**src/psc_pkg.sv**
```systemverilog
// Shared types and constants of the postfix stack calculator.
`timescale 1ns / 1ps
package psc_pkg;

  localparam int unsigned DataW = 32;
  localparam int unsigned KindW = 3;

  localparam logic [KindW-1:0] KIND_NUMBER = 3'd0;
  localparam logic [KindW-1:0] KIND_ADD    = 3'd1;
  localparam logic [KindW-1:0] KIND_SUB    = 3'd2;
  localparam logic [KindW-1:0] KIND_MUL    = 3'd3;
  localparam logic [KindW-1:0] KIND_DIV    = 3'd4;
  localparam logic [KindW-1:0] KIND_NEG    = 3'd5;

  typedef enum logic [1:0] {
    ALU_ADD = 2'd0,
    ALU_SUB = 2'd1,
    ALU_MUL = 2'd2,
    ALU_DIV = 2'd3
  } alu_op_e;

  typedef struct packed {
    logic             valid;
    alu_op_e          op;
    logic [DataW-1:0] lhs;
    logic [DataW-1:0] rhs;
  } alu_req_t;

  typedef struct packed {
    logic             done;
    logic [DataW-1:0] result;
  } alu_rsp_t;

endpackage

```
**src/psc_ram.sv**
```systemverilog
// Generic single-write, single-read RAM with registered read data.
`timescale 1ns / 1ps
module psc_ram #(
  parameter int unsigned WIDTH = 32,
  parameter int unsigned DEPTH = 128
) (
  input  logic                     clk_i,
  input  logic                     we_i,
  input  logic [$clog2(DEPTH)-1:0] waddr_i,
  input  logic [WIDTH-1:0]         wdata_i,
  input  logic                     re_i,
  input  logic [$clog2(DEPTH)-1:0] raddr_i,
  output logic [WIDTH-1:0]         rdata_o
);

  logic [WIDTH-1:0] mem_q [DEPTH];
  logic [WIDTH-1:0] rdata_q;

  always_ff @(posedge clk_i) begin
    if (we_i) begin
      mem_q[waddr_i] <= wdata_i;
    end
    if (re_i) begin
      rdata_q <= mem_q[raddr_i];
    end
  end

  assign rdata_o = rdata_q;

endmodule

```
**src/psc_alu.sv**
```systemverilog
// Iterative arithmetic unit: add, subtract, shift-add multiply, restoring divide.
`timescale 1ns / 1ps
module psc_alu (
  input  logic                clk_i,
  input  logic                rst_ni,
  input  psc_pkg::alu_req_t   req_i,
  output psc_pkg::alu_rsp_t   rsp_o
);
  import psc_pkg::*;

  typedef enum logic [2:0] {
    P_IDLE = 3'b001,
    P_RUN  = 3'b010,
    P_FIX  = 3'b100
  } phase_e;

  phase_e           phase_q, phase_d;
  alu_op_e          op_q, op_d;
  logic [4:0]       step_q, step_d;
  logic [DataW-1:0] acc_q, acc_d;
  logic [DataW-1:0] x_q, x_d;
  logic [DataW-1:0] y_q, y_d;
  logic             neg_q, neg_d;
  logic             zero_q, zero_d;
  logic [DataW-1:0] res_q, res_d;
  logic             done_q, done_d;

  logic [DataW:0]   opl;
  logic [DataW:0]   opr;
  logic             sub;
  logic [DataW+1:0] sum;
  logic             ge;
  logic [DataW-1:0] lhs_mag;
  logic [DataW-1:0] rhs_mag;
  logic [DataW-1:0] q_next;

  assign lhs_mag = req_i.lhs[DataW-1] ? (DataW'(0) - req_i.lhs) : req_i.lhs;
  assign rhs_mag = req_i.rhs[DataW-1] ? (DataW'(0) - req_i.rhs) : req_i.rhs;

  always_comb begin
    opl = '0;
    opr = '0;
    sub = 1'b0;
    if (phase_q == P_FIX) begin
      opr = {1'b0, x_q};
      sub = 1'b1;
    end else begin
      case (op_q)
        ALU_ADD: begin
          opl = {1'b0, x_q};
          opr = {1'b0, y_q};
        end
        ALU_SUB: begin
          opl = {1'b0, x_q};
          opr = {1'b0, y_q};
          sub = 1'b1;
        end
        ALU_MUL: begin
          opl = {1'b0, acc_q};
          opr = x_q[0] ? {1'b0, y_q} : '0;
        end
        default: begin
          opl = {acc_q, x_q[DataW-1]};
          opr = {1'b0, y_q};
          sub = 1'b1;
        end
      endcase
    end
    sum = sub ? ({1'b0, opl} - {1'b0, opr}) : ({1'b0, opl} + {1'b0, opr});
  end

  assign ge     = ~sum[DataW+1];
  assign q_next = {x_q[DataW-2:0], ge};

  always_comb begin
    phase_d = phase_q;
    op_d    = op_q;
    step_d  = step_q;
    acc_d   = acc_q;
    x_d     = x_q;
    y_d     = y_q;
    neg_d   = neg_q;
    zero_d  = zero_q;
    res_d   = res_q;
    done_d  = 1'b0;
    unique case (phase_q)
      P_IDLE: begin
        if (req_i.valid) begin
          op_d    = req_i.op;
          step_d  = '0;
          acc_d   = '0;
          neg_d   = req_i.lhs[DataW-1] ^ req_i.rhs[DataW-1];
          zero_d  = (req_i.rhs == '0);
          phase_d = P_RUN;
          case (req_i.op)
            ALU_MUL: begin
              x_d = req_i.rhs;
              y_d = req_i.lhs;
            end
            ALU_DIV: begin
              x_d = lhs_mag;
              y_d = rhs_mag;
            end
            default: begin
              x_d = req_i.lhs;
              y_d = req_i.rhs;
            end
          endcase
        end
      end
      P_RUN: begin
        step_d = step_q + 5'd1;
        case (op_q)
          ALU_MUL: begin
            acc_d = sum[DataW-1:0];
            x_d   = {1'b0, x_q[DataW-1:1]};
            y_d   = {y_q[DataW-2:0], 1'b0};
            if (&step_q) begin
              res_d   = sum[DataW-1:0];
              done_d  = 1'b1;
              phase_d = P_IDLE;
            end
          end
          ALU_DIV: begin
            acc_d = ge ? sum[DataW-1:0] : opl[DataW-1:0];
            x_d   = q_next;
            if (&step_q) begin
              if (zero_q) begin
                res_d   = '0;
                done_d  = 1'b1;
                phase_d = P_IDLE;
              end else if (neg_q) begin
                phase_d = P_FIX;
              end else begin
                res_d   = q_next;
                done_d  = 1'b1;
                phase_d = P_IDLE;
              end
            end
          end
          default: begin
            res_d   = sum[DataW-1:0];
            done_d  = 1'b1;
            phase_d = P_IDLE;
          end
        endcase
      end
      P_FIX: begin
        res_d   = sum[DataW-1:0];
        done_d  = 1'b1;
        phase_d = P_IDLE;
      end
      default: begin
        phase_d = P_IDLE;
      end
    endcase
  end

  always_ff @(posedge clk_i or negedge rst_ni) begin
    if (!rst_ni) begin
      phase_q <= P_IDLE;
      done_q  <= 1'b0;
      step_q  <= '0;
    end else begin
      phase_q <= phase_d;
      done_q  <= done_d;
      step_q  <= step_d;
    end
  end

  always_ff @(posedge clk_i) begin
    op_q   <= op_d;
    acc_q  <= acc_d;
    x_q    <= x_d;
    y_q    <= y_d;
    neg_q  <= neg_d;
    zero_q <= zero_d;
    res_q  <= res_d;
  end

  assign rsp_o.done   = done_q;
  assign rsp_o.result = res_q;

endmodule

```
**src/postfix_stack_calculator_core.sv**
```systemverilog
// Postfix stack calculator: token sequencer, value stack RAM and shared ALU.
// Divide runs 32 steps of the shared ALU; a negative quotient adds one more step.
// A token with the end mark also pops the result off the stack and may wait on the output side.
// One token at a time: a new token is taken only when the sequencer is idle.
// Reset (asynchronous, active low) empties the stack and drops any pending result.
`timescale 1ns / 1ps
module postfix_stack_calculator_core #(
  parameter int unsigned DEPTH = 128
) (
  input  logic                           clk_i,
  input  logic                           rst_ni,
  input  logic                           in_valid_i,
  output logic                           in_stall_o,
  input  logic [psc_pkg::KindW-1:0]      kind_i,
  input  logic signed [psc_pkg::DataW-1:0] number_value_i,
  input  logic                           end_of_expr_i,
  output logic                           out_valid_o,
  input  logic                           out_stall_i,
  output logic signed [psc_pkg::DataW-1:0] result_value_o
);
  import psc_pkg::*;

  localparam int unsigned CntW = $clog2(DEPTH);

  typedef enum logic [6:0] {
    S_IDLE = 7'b0000001,
    S_POP  = 7'b0000010,
    S_CAP  = 7'b0000100,
    S_EXEC = 7'b0001000,
    S_WAIT = 7'b0010000,
    S_FIN  = 7'b0100000,
    S_EMIT = 7'b1000000
  } state_e;

  state_e           state_q, state_d;
  logic [CntW-1:0]  cnt_q, cnt_d;
  logic             fin_q, fin_d;
  logic             out_valid_q, out_valid_d;
  logic [DataW-1:0] out_data_q, out_data_d;
  logic             eoe_q, eoe_d;
  logic             two_q, two_d;
  logic             second_q, second_d;
  logic             empty_q, empty_d;
  alu_op_e          op_q, op_d;
  logic [DataW-1:0] a_q, a_d;
  logic [DataW-1:0] b_q, b_d;
  logic [DataW-1:0] result_q, result_d;

  logic             mem_we;
  logic [CntW-1:0]  mem_waddr;
  logic [DataW-1:0] mem_wdata;
  logic             mem_re;
  logic [CntW-1:0]  mem_raddr;
  logic [DataW-1:0] mem_rdata;

  alu_req_t         alu_req;
  alu_rsp_t         alu_rsp;

  logic             in_xfer;
  logic             not_full;
  logic [DataW-1:0] pop_val;

  assign in_stall_o = (state_q != S_IDLE);
  assign in_xfer    = in_valid_i && !in_stall_o;
  assign not_full   = (cnt_q < CntW'(DEPTH - 1));
  assign pop_val    = empty_q ? '0 : mem_rdata;

  assign alu_req.valid = (state_q == S_EXEC);
  assign alu_req.op    = op_q;
  assign alu_req.lhs   = b_q;
  assign alu_req.rhs   = a_q;

  always_comb begin
    state_d     = state_q;
    cnt_d       = cnt_q;
    fin_d       = fin_q;
    out_valid_d = out_valid_q && out_stall_i;
    out_data_d  = out_data_q;
    eoe_d       = eoe_q;
    two_d       = two_q;
    second_d    = second_q;
    empty_d     = empty_q;
    op_d        = op_q;
    a_d         = a_q;
    b_d         = b_q;
    result_d    = result_q;
    mem_we      = 1'b0;
    mem_waddr   = cnt_q;
    mem_wdata   = alu_rsp.result;
    mem_re      = 1'b0;
    mem_raddr   = cnt_q - CntW'(1);
    unique case (state_q)
      S_IDLE: begin
        if (in_xfer) begin
          eoe_d    = end_of_expr_i;
          second_d = 1'b0;
          two_d    = 1'b1;
          case (kind_i)
            KIND_NUMBER: begin
              mem_wdata = number_value_i;
              if (not_full) begin
                mem_we = 1'b1;
                cnt_d  = cnt_q + CntW'(1);
              end
              state_d = S_FIN;
            end
            KIND_ADD: begin
              op_d    = ALU_ADD;
              state_d = S_POP;
            end
            KIND_SUB: begin
              op_d    = ALU_SUB;
              state_d = S_POP;
            end
            KIND_MUL: begin
              op_d    = ALU_MUL;
              state_d = S_POP;
            end
            KIND_DIV: begin
              op_d    = ALU_DIV;
              state_d = S_POP;
            end
            KIND_NEG: begin
              op_d    = ALU_SUB;
              two_d   = 1'b0;
              b_d     = '0;
              state_d = S_POP;
            end
            default: begin
              state_d = S_FIN;
            end
          endcase
        end
      end
      S_POP: begin
        empty_d = (cnt_q == '0);
        if (cnt_q != '0) begin
          mem_re = 1'b1;
          cnt_d  = cnt_q - CntW'(1);
        end
        state_d = S_CAP;
      end
      S_CAP: begin
        if (fin_q) begin
          result_d = pop_val;
          state_d  = S_EMIT;
        end else if (!second_q) begin
          a_d = pop_val;
          if (two_q) begin
            second_d = 1'b1;
            state_d  = S_POP;
          end else begin
            state_d = S_EXEC;
          end
        end else begin
          b_d     = pop_val;
          state_d = S_EXEC;
        end
      end
      S_EXEC: begin
        state_d = S_WAIT;
      end
      S_WAIT: begin
        if (alu_rsp.done) begin
          if (not_full) begin
            mem_we = 1'b1;
            cnt_d  = cnt_q + CntW'(1);
          end
          state_d = S_FIN;
        end
      end
      S_FIN: begin
        if (eoe_q) begin
          fin_d   = 1'b1;
          state_d = S_POP;
        end else begin
          state_d = S_IDLE;
        end
      end
      S_EMIT: begin
        if (!out_valid_q || !out_stall_i) begin
          out_valid_d = 1'b1;
          out_data_d  = result_q;
          cnt_d       = '0;
          fin_d       = 1'b0;
          state_d     = S_IDLE;
        end
      end
      default: begin
        state_d = S_IDLE;
      end
    endcase
  end

  always_ff @(posedge clk_i or negedge rst_ni) begin
    if (!rst_ni) begin
      state_q     <= S_IDLE;
      cnt_q       <= '0;
      fin_q       <= 1'b0;
      out_valid_q <= 1'b0;
    end else begin
      state_q     <= state_d;
      cnt_q       <= cnt_d;
      fin_q       <= fin_d;
      out_valid_q <= out_valid_d;
    end
  end

  always_ff @(posedge clk_i) begin
    out_data_q <= out_data_d;
    eoe_q      <= eoe_d;
    two_q      <= two_d;
    second_q   <= second_d;
    empty_q    <= empty_d;
    op_q       <= op_d;
    a_q        <= a_d;
    b_q        <= b_d;
    result_q   <= result_d;
  end

  psc_ram #(
    .WIDTH (DataW),
    .DEPTH (DEPTH)
  ) u_stack (
    .clk_i   (clk_i),
    .we_i    (mem_we),
    .waddr_i (mem_waddr),
    .wdata_i (mem_wdata),
    .re_i    (mem_re),
    .raddr_i (mem_raddr),
    .rdata_o (mem_rdata)
  );

  psc_alu u_alu (
    .clk_i  (clk_i),
    .rst_ni (rst_ni),
    .req_i  (alu_req),
    .rsp_o  (alu_rsp)
  );

  assign out_valid_o    = out_valid_q;
  assign result_value_o = out_data_q;

endmodule

```
**config.mk**
```make
export PLATFORM = sky130hd
export DESIGN_NAME = postfix_stack_calculator_core
export DESIGN_NICKNAME = d
export VERILOG_FILES = /design/src/psc_pkg.sv /design/src/psc_ram.sv /design/src/psc_alu.sv /design/src/postfix_stack_calculator_core.sv
export SDC_FILE = /design/constraint.sdc
export NUM_CORES = 2
export LEC_CHECK = 0
export BUFFER_PORTS_ARGS = -buffer_cell sky130_fd_sc_hd__buf_2
export CAP_MARGIN = 20
export CELL_PAD_IN_SITES_DETAIL_PLACEMENT = 0
export CELL_PAD_IN_SITES_GLOBAL_PLACEMENT = 1
export CORE_MARGIN = 10
export CORE_UTILIZATION = 59
export CTS_BUF_LIST = sky130_fd_sc_hd__clkbuf_8
export DETAILED_ROUTE_END_ITERATION = 10
export PLACE_DENSITY = 0.92
export SLEW_MARGIN = 10
export SYNTH_ARGS = -nofsm -noshare
export SYNTH_HDL_FRONTEND = slang
export SYNTH_HIERARCHICAL = 1
export SYNTH_SLANG_ARGS = --single-unit
export TNS_END_PERCENT = 10
```
**constraint.sdc**
```tcl
create_clock -name clk_i -period 6.26 [get_ports clk_i]
set_input_delay 0.939 -clock clk_i [delete_from_list [all_inputs] [get_ports clk_i]]
set_output_delay 0.939 -clock clk_i [all_outputs]
set_load 0.05 [all_outputs]
```
==> results.yml <==
yosys:
  yosysTopAreaCell: "edfxtp_1"
  synth_compound_area_frac: 0.0210
  yosysTopAreaCellShare: 0.752
  syn_inst: 7990
  yosys_warnings: 6
  synth_top_family_by_area: "multiplexers"
  yosys.area_share.adder: 0.00297
  muxShareOfSynthArea: 0.181
  synth_area_per_cell_sq_um: 22.0
  synthesis.nets: 8071
  ys_seq_area_frac: 0.756
  synth_edf_count: 4394
  synth_ff_type: "edfxtp_1"
  yosys.area_share.simple: 0.0247
  synth_xor_area_frac: 0.00300
  netlist_top_cells_area: "edfxtp_1 75%, mux4_2 17%, nor2_1 0.62%, nand2_1 0.61%, clkbuf_1 0.58%"
  netlist_area_sq_um: 175000
  synthArstFlopShare: 0.00566
  synth.distinct_cells: 91
  ys_seq_elements: 4419
finish:
  layout_common_cells: "4394 x edfxtp_1, 1344 x mux4_2, 672 x clkbuf_8, 286 x nand2_1, 264 x buf_4"
  nets: 8660
  final_common_cell: "edfxtp_1"
  syn_to_final_growth_pct: 11.1
  fillers: 16900
  layout-drive-gt1-share: 0.306
floorplan:
  io_pins: 74
  die_h_um: 565
  die-area_sq_um: 320000
  start_util: 0.592
  die-width_um: 565
  core_area_sq_um: 297000
  rows: 200
detailed_routing:
  first_pass_iters: 9
  drtAntennaViolNets: 0
  first_iter_violations: 18300
  vias_per_cell: 7.29
  vias: 95200
  routedWlPerCell_um: 39.6
  totalWireLength_mm: 517
  drcViolationCount: 0
hold_path:
  whs_path_depth: 1
  hp-start: "end_of_expr_i"
  hold_class: "in -> reg"
  hold_end: "eoe_q"
sta:
  setup_tns_ns: 0
  finalSetupViolCount: 0
  finalHoldViolCount: 0
  rsz0062_at_grt: "false"
  fin_crit_sh: 0.948
  period_minus_slack_ns: 5.93
  worstMarginPinSlew_ns: 1.23
  max_freq_mhz: 169
  max_slew_margin: 0.180
  finalMaxSlewViolations: 0
  skew_ns: 0.0917
grt:
  gr-total-overflow: 0
  grtUsageMet2: 0.494
  gr-usage-met1: 0.402
  antenna_found_initial: 63
  grt_max_degree: 112
  grt_pass1_vias: 94500
  top_usage_layer: "met2"
  grtUsageTotal: 0.315
  grt_pass1_wl_mm: 713
  met3_usage: 0.0948
power_and_ir_drop:
  p_per_area_nw_per_um2: 460
  power_leakage_nw: 61.5
  vdd_drop_max_mv: 0.842
  finalPower_mw: 89.6
setup_path:
  r2r-start: "u_alu/x_q[5]"
  critPathKind: "reg -> reg"
  cp.required_ns: 7.05
  cp-end-kind: "flop"
  r2r_slack_ns: 0.33
  slowest_stage: "a2111oi_1"
  critPathMaxStageDelay_ns: 0.66
  cp.arrival_ns: 6.73
  crit_path_max_fanout: 6
  crit_chain: "or2_2, or4b_2, o22ai_1, nand3_1, nor2_1, nor2_1, o22a_1, a22oi_1, ha_1, and3_1, nand2_1, or3_1, a2111oi_1, o21ai_0, a21oi_1, o21ai_0, a31o_2"
  startpoint_type: "flop"
  ff2ff_path_depth: 17
  reg2reg_to: "u_alu/res_q[30]"
clocking:
  cts_inserted_buffers: 655
  cts_buffer_depth: 4
  h-tree-depth: 6
  path_clk_slew_ns: 0.07
  clk_latency_ns: 1.08
  cts_root_buf: "clkbuf_8"
  cts_tree: "built"
  cts_setup_buffers: 0
  clock-sinks: 4419
job:
  maxCapViolCount: 0
placement:
  dp_hpwl_mm: 300
  gp_congestion: 0.907
  io_buffers: 73
run_status:
  outcome: "finished clean"
==> Yosys cell counts, types with 67 or more instances <==
master    number
mux2i_1       77
clkbuf_1     272
buf_1         78
o21ai_0      132
mux4_2      1344
nand2_1      286
nor2b_1       85
nor2_1       291
a21oi_1      165
buf_2         92
mux2_2        67
edfxtp_1    4394
nand3_1       67
==> per-layer routing <==
layer  wire [um]  up-vias
met5         222        -
met4       35600       28
met3       79400     1986
met2      244000     9909
met1      158000    48100
li1            -    35100
==> repair_timing <==
action | CTS | global route
hold buffers | 1 | 0
setup endpoints to repair | 0 | 23
gates resized for setup | 0 | 3
endpoints found under the hold margin | 23 | 0
==> worst max-delay path by stage <==
stage	startpoint	end	slack (ns)	cells past startpoint
2_1_floorplan	u_alu/phase_q[1]	u_alu/acc_q[10]	0.82	25
3_3_place_gp	u_alu/x_q[5]	u_alu/acc_q[30]	0.40	18
3_5_place_dp	u_alu/x_q[5]	u_alu/res_q[30]	0.44	17
4_1_cts	u_alu/phase_q[2]	u_alu/acc_q[29]	0.39	23
5_1_grt	u_alu/phase_q[2]	u_alu/acc_q[29]	0.03	23
6_report	u_alu/x_q[5]	u_alu/res_q[30]	0.33	17
==> kinds of logic after synthesis <==
family          after synthesis
simple gates                920
buf+inv                     484
compound gates              577
flops                      4419
xor+xnor                     60
fa+ha+maj                    41
mux                        1489
==> worst max-delay path: cells and delay by family, from the launching register on <==
kind / cells / cell delay, ns
AO/OA/AOI/OAI: 8 / 2.58
adder cells (fa/ha/maj): 1 / 0.27
flip-flops: 1 / 0.47
AND/OR/NAND/NOR: 8 / 2.35
==> state kept, by name, summed over array words and instances, names as in the netlist, 2 cells and up <==
register         cells
u_stack/mem_q     4096
u_alu/op_q           2
u_alu/phase_q        3
state_q              7
b_q                 32
result_value_o      32
u_alu/step_q         5
u_alu/y_q           32
u_alu/x_q           32
u_alu/acc_q         32
op_q                 2
u_alu/res_q         32
cnt_q                7
result_q            32
a_q                 32
u_stack/rdata_o     32
==> layout make-up <==
cell class / count / area, sq um / area share
Antenna cell: 36 / 90.1 / 0.000462
Clock buffer: 672 / 9250 / 0.0474
Clock inverter: 491 / 2600 / 0.0133
Inverter: 32 / 135 / 0.000693
Multi-Input combinational cell: 3087 / 42100 / 0.216
Sequential cell: 4419 / 133000 / 0.680
Tap cell: 3939 / 4930 / 0.0253
Timing Repair Buffer: 384 / 3300 / 0.0169
==> through the flow <==
stage / std cells / instance area, sq um / util / hold slack (ns) / worst slack, ns
floorplan: 7990 / 175000 / - / 0.400 / 0.822
global placement: 11800 / 183000 / 0.616 / 0.406 / 0.400
detailed placement: 11800 / 183000 / 0.616 / 0.405 / 0.442
CTS: 13000 / 195000 / 0.656 / 0.0144 / 0.389
global route: 13000 / 195000 / 0.657 / 0.0591 / 0.0270
finish: 13100 / 195000 / 0.658 / 0.0867 / 0.325
==> power by group <==
part	switching [mW]	internal [mW]	leakage (nW)	total, mW
Combinational	19.7	14.6	14.8	34.3
Sequential	0.347	32.9	39.9	33.2
Clock	11.4	10.7	6.82	22.1
No activity file was read; power rests on OpenSTA's default activity.
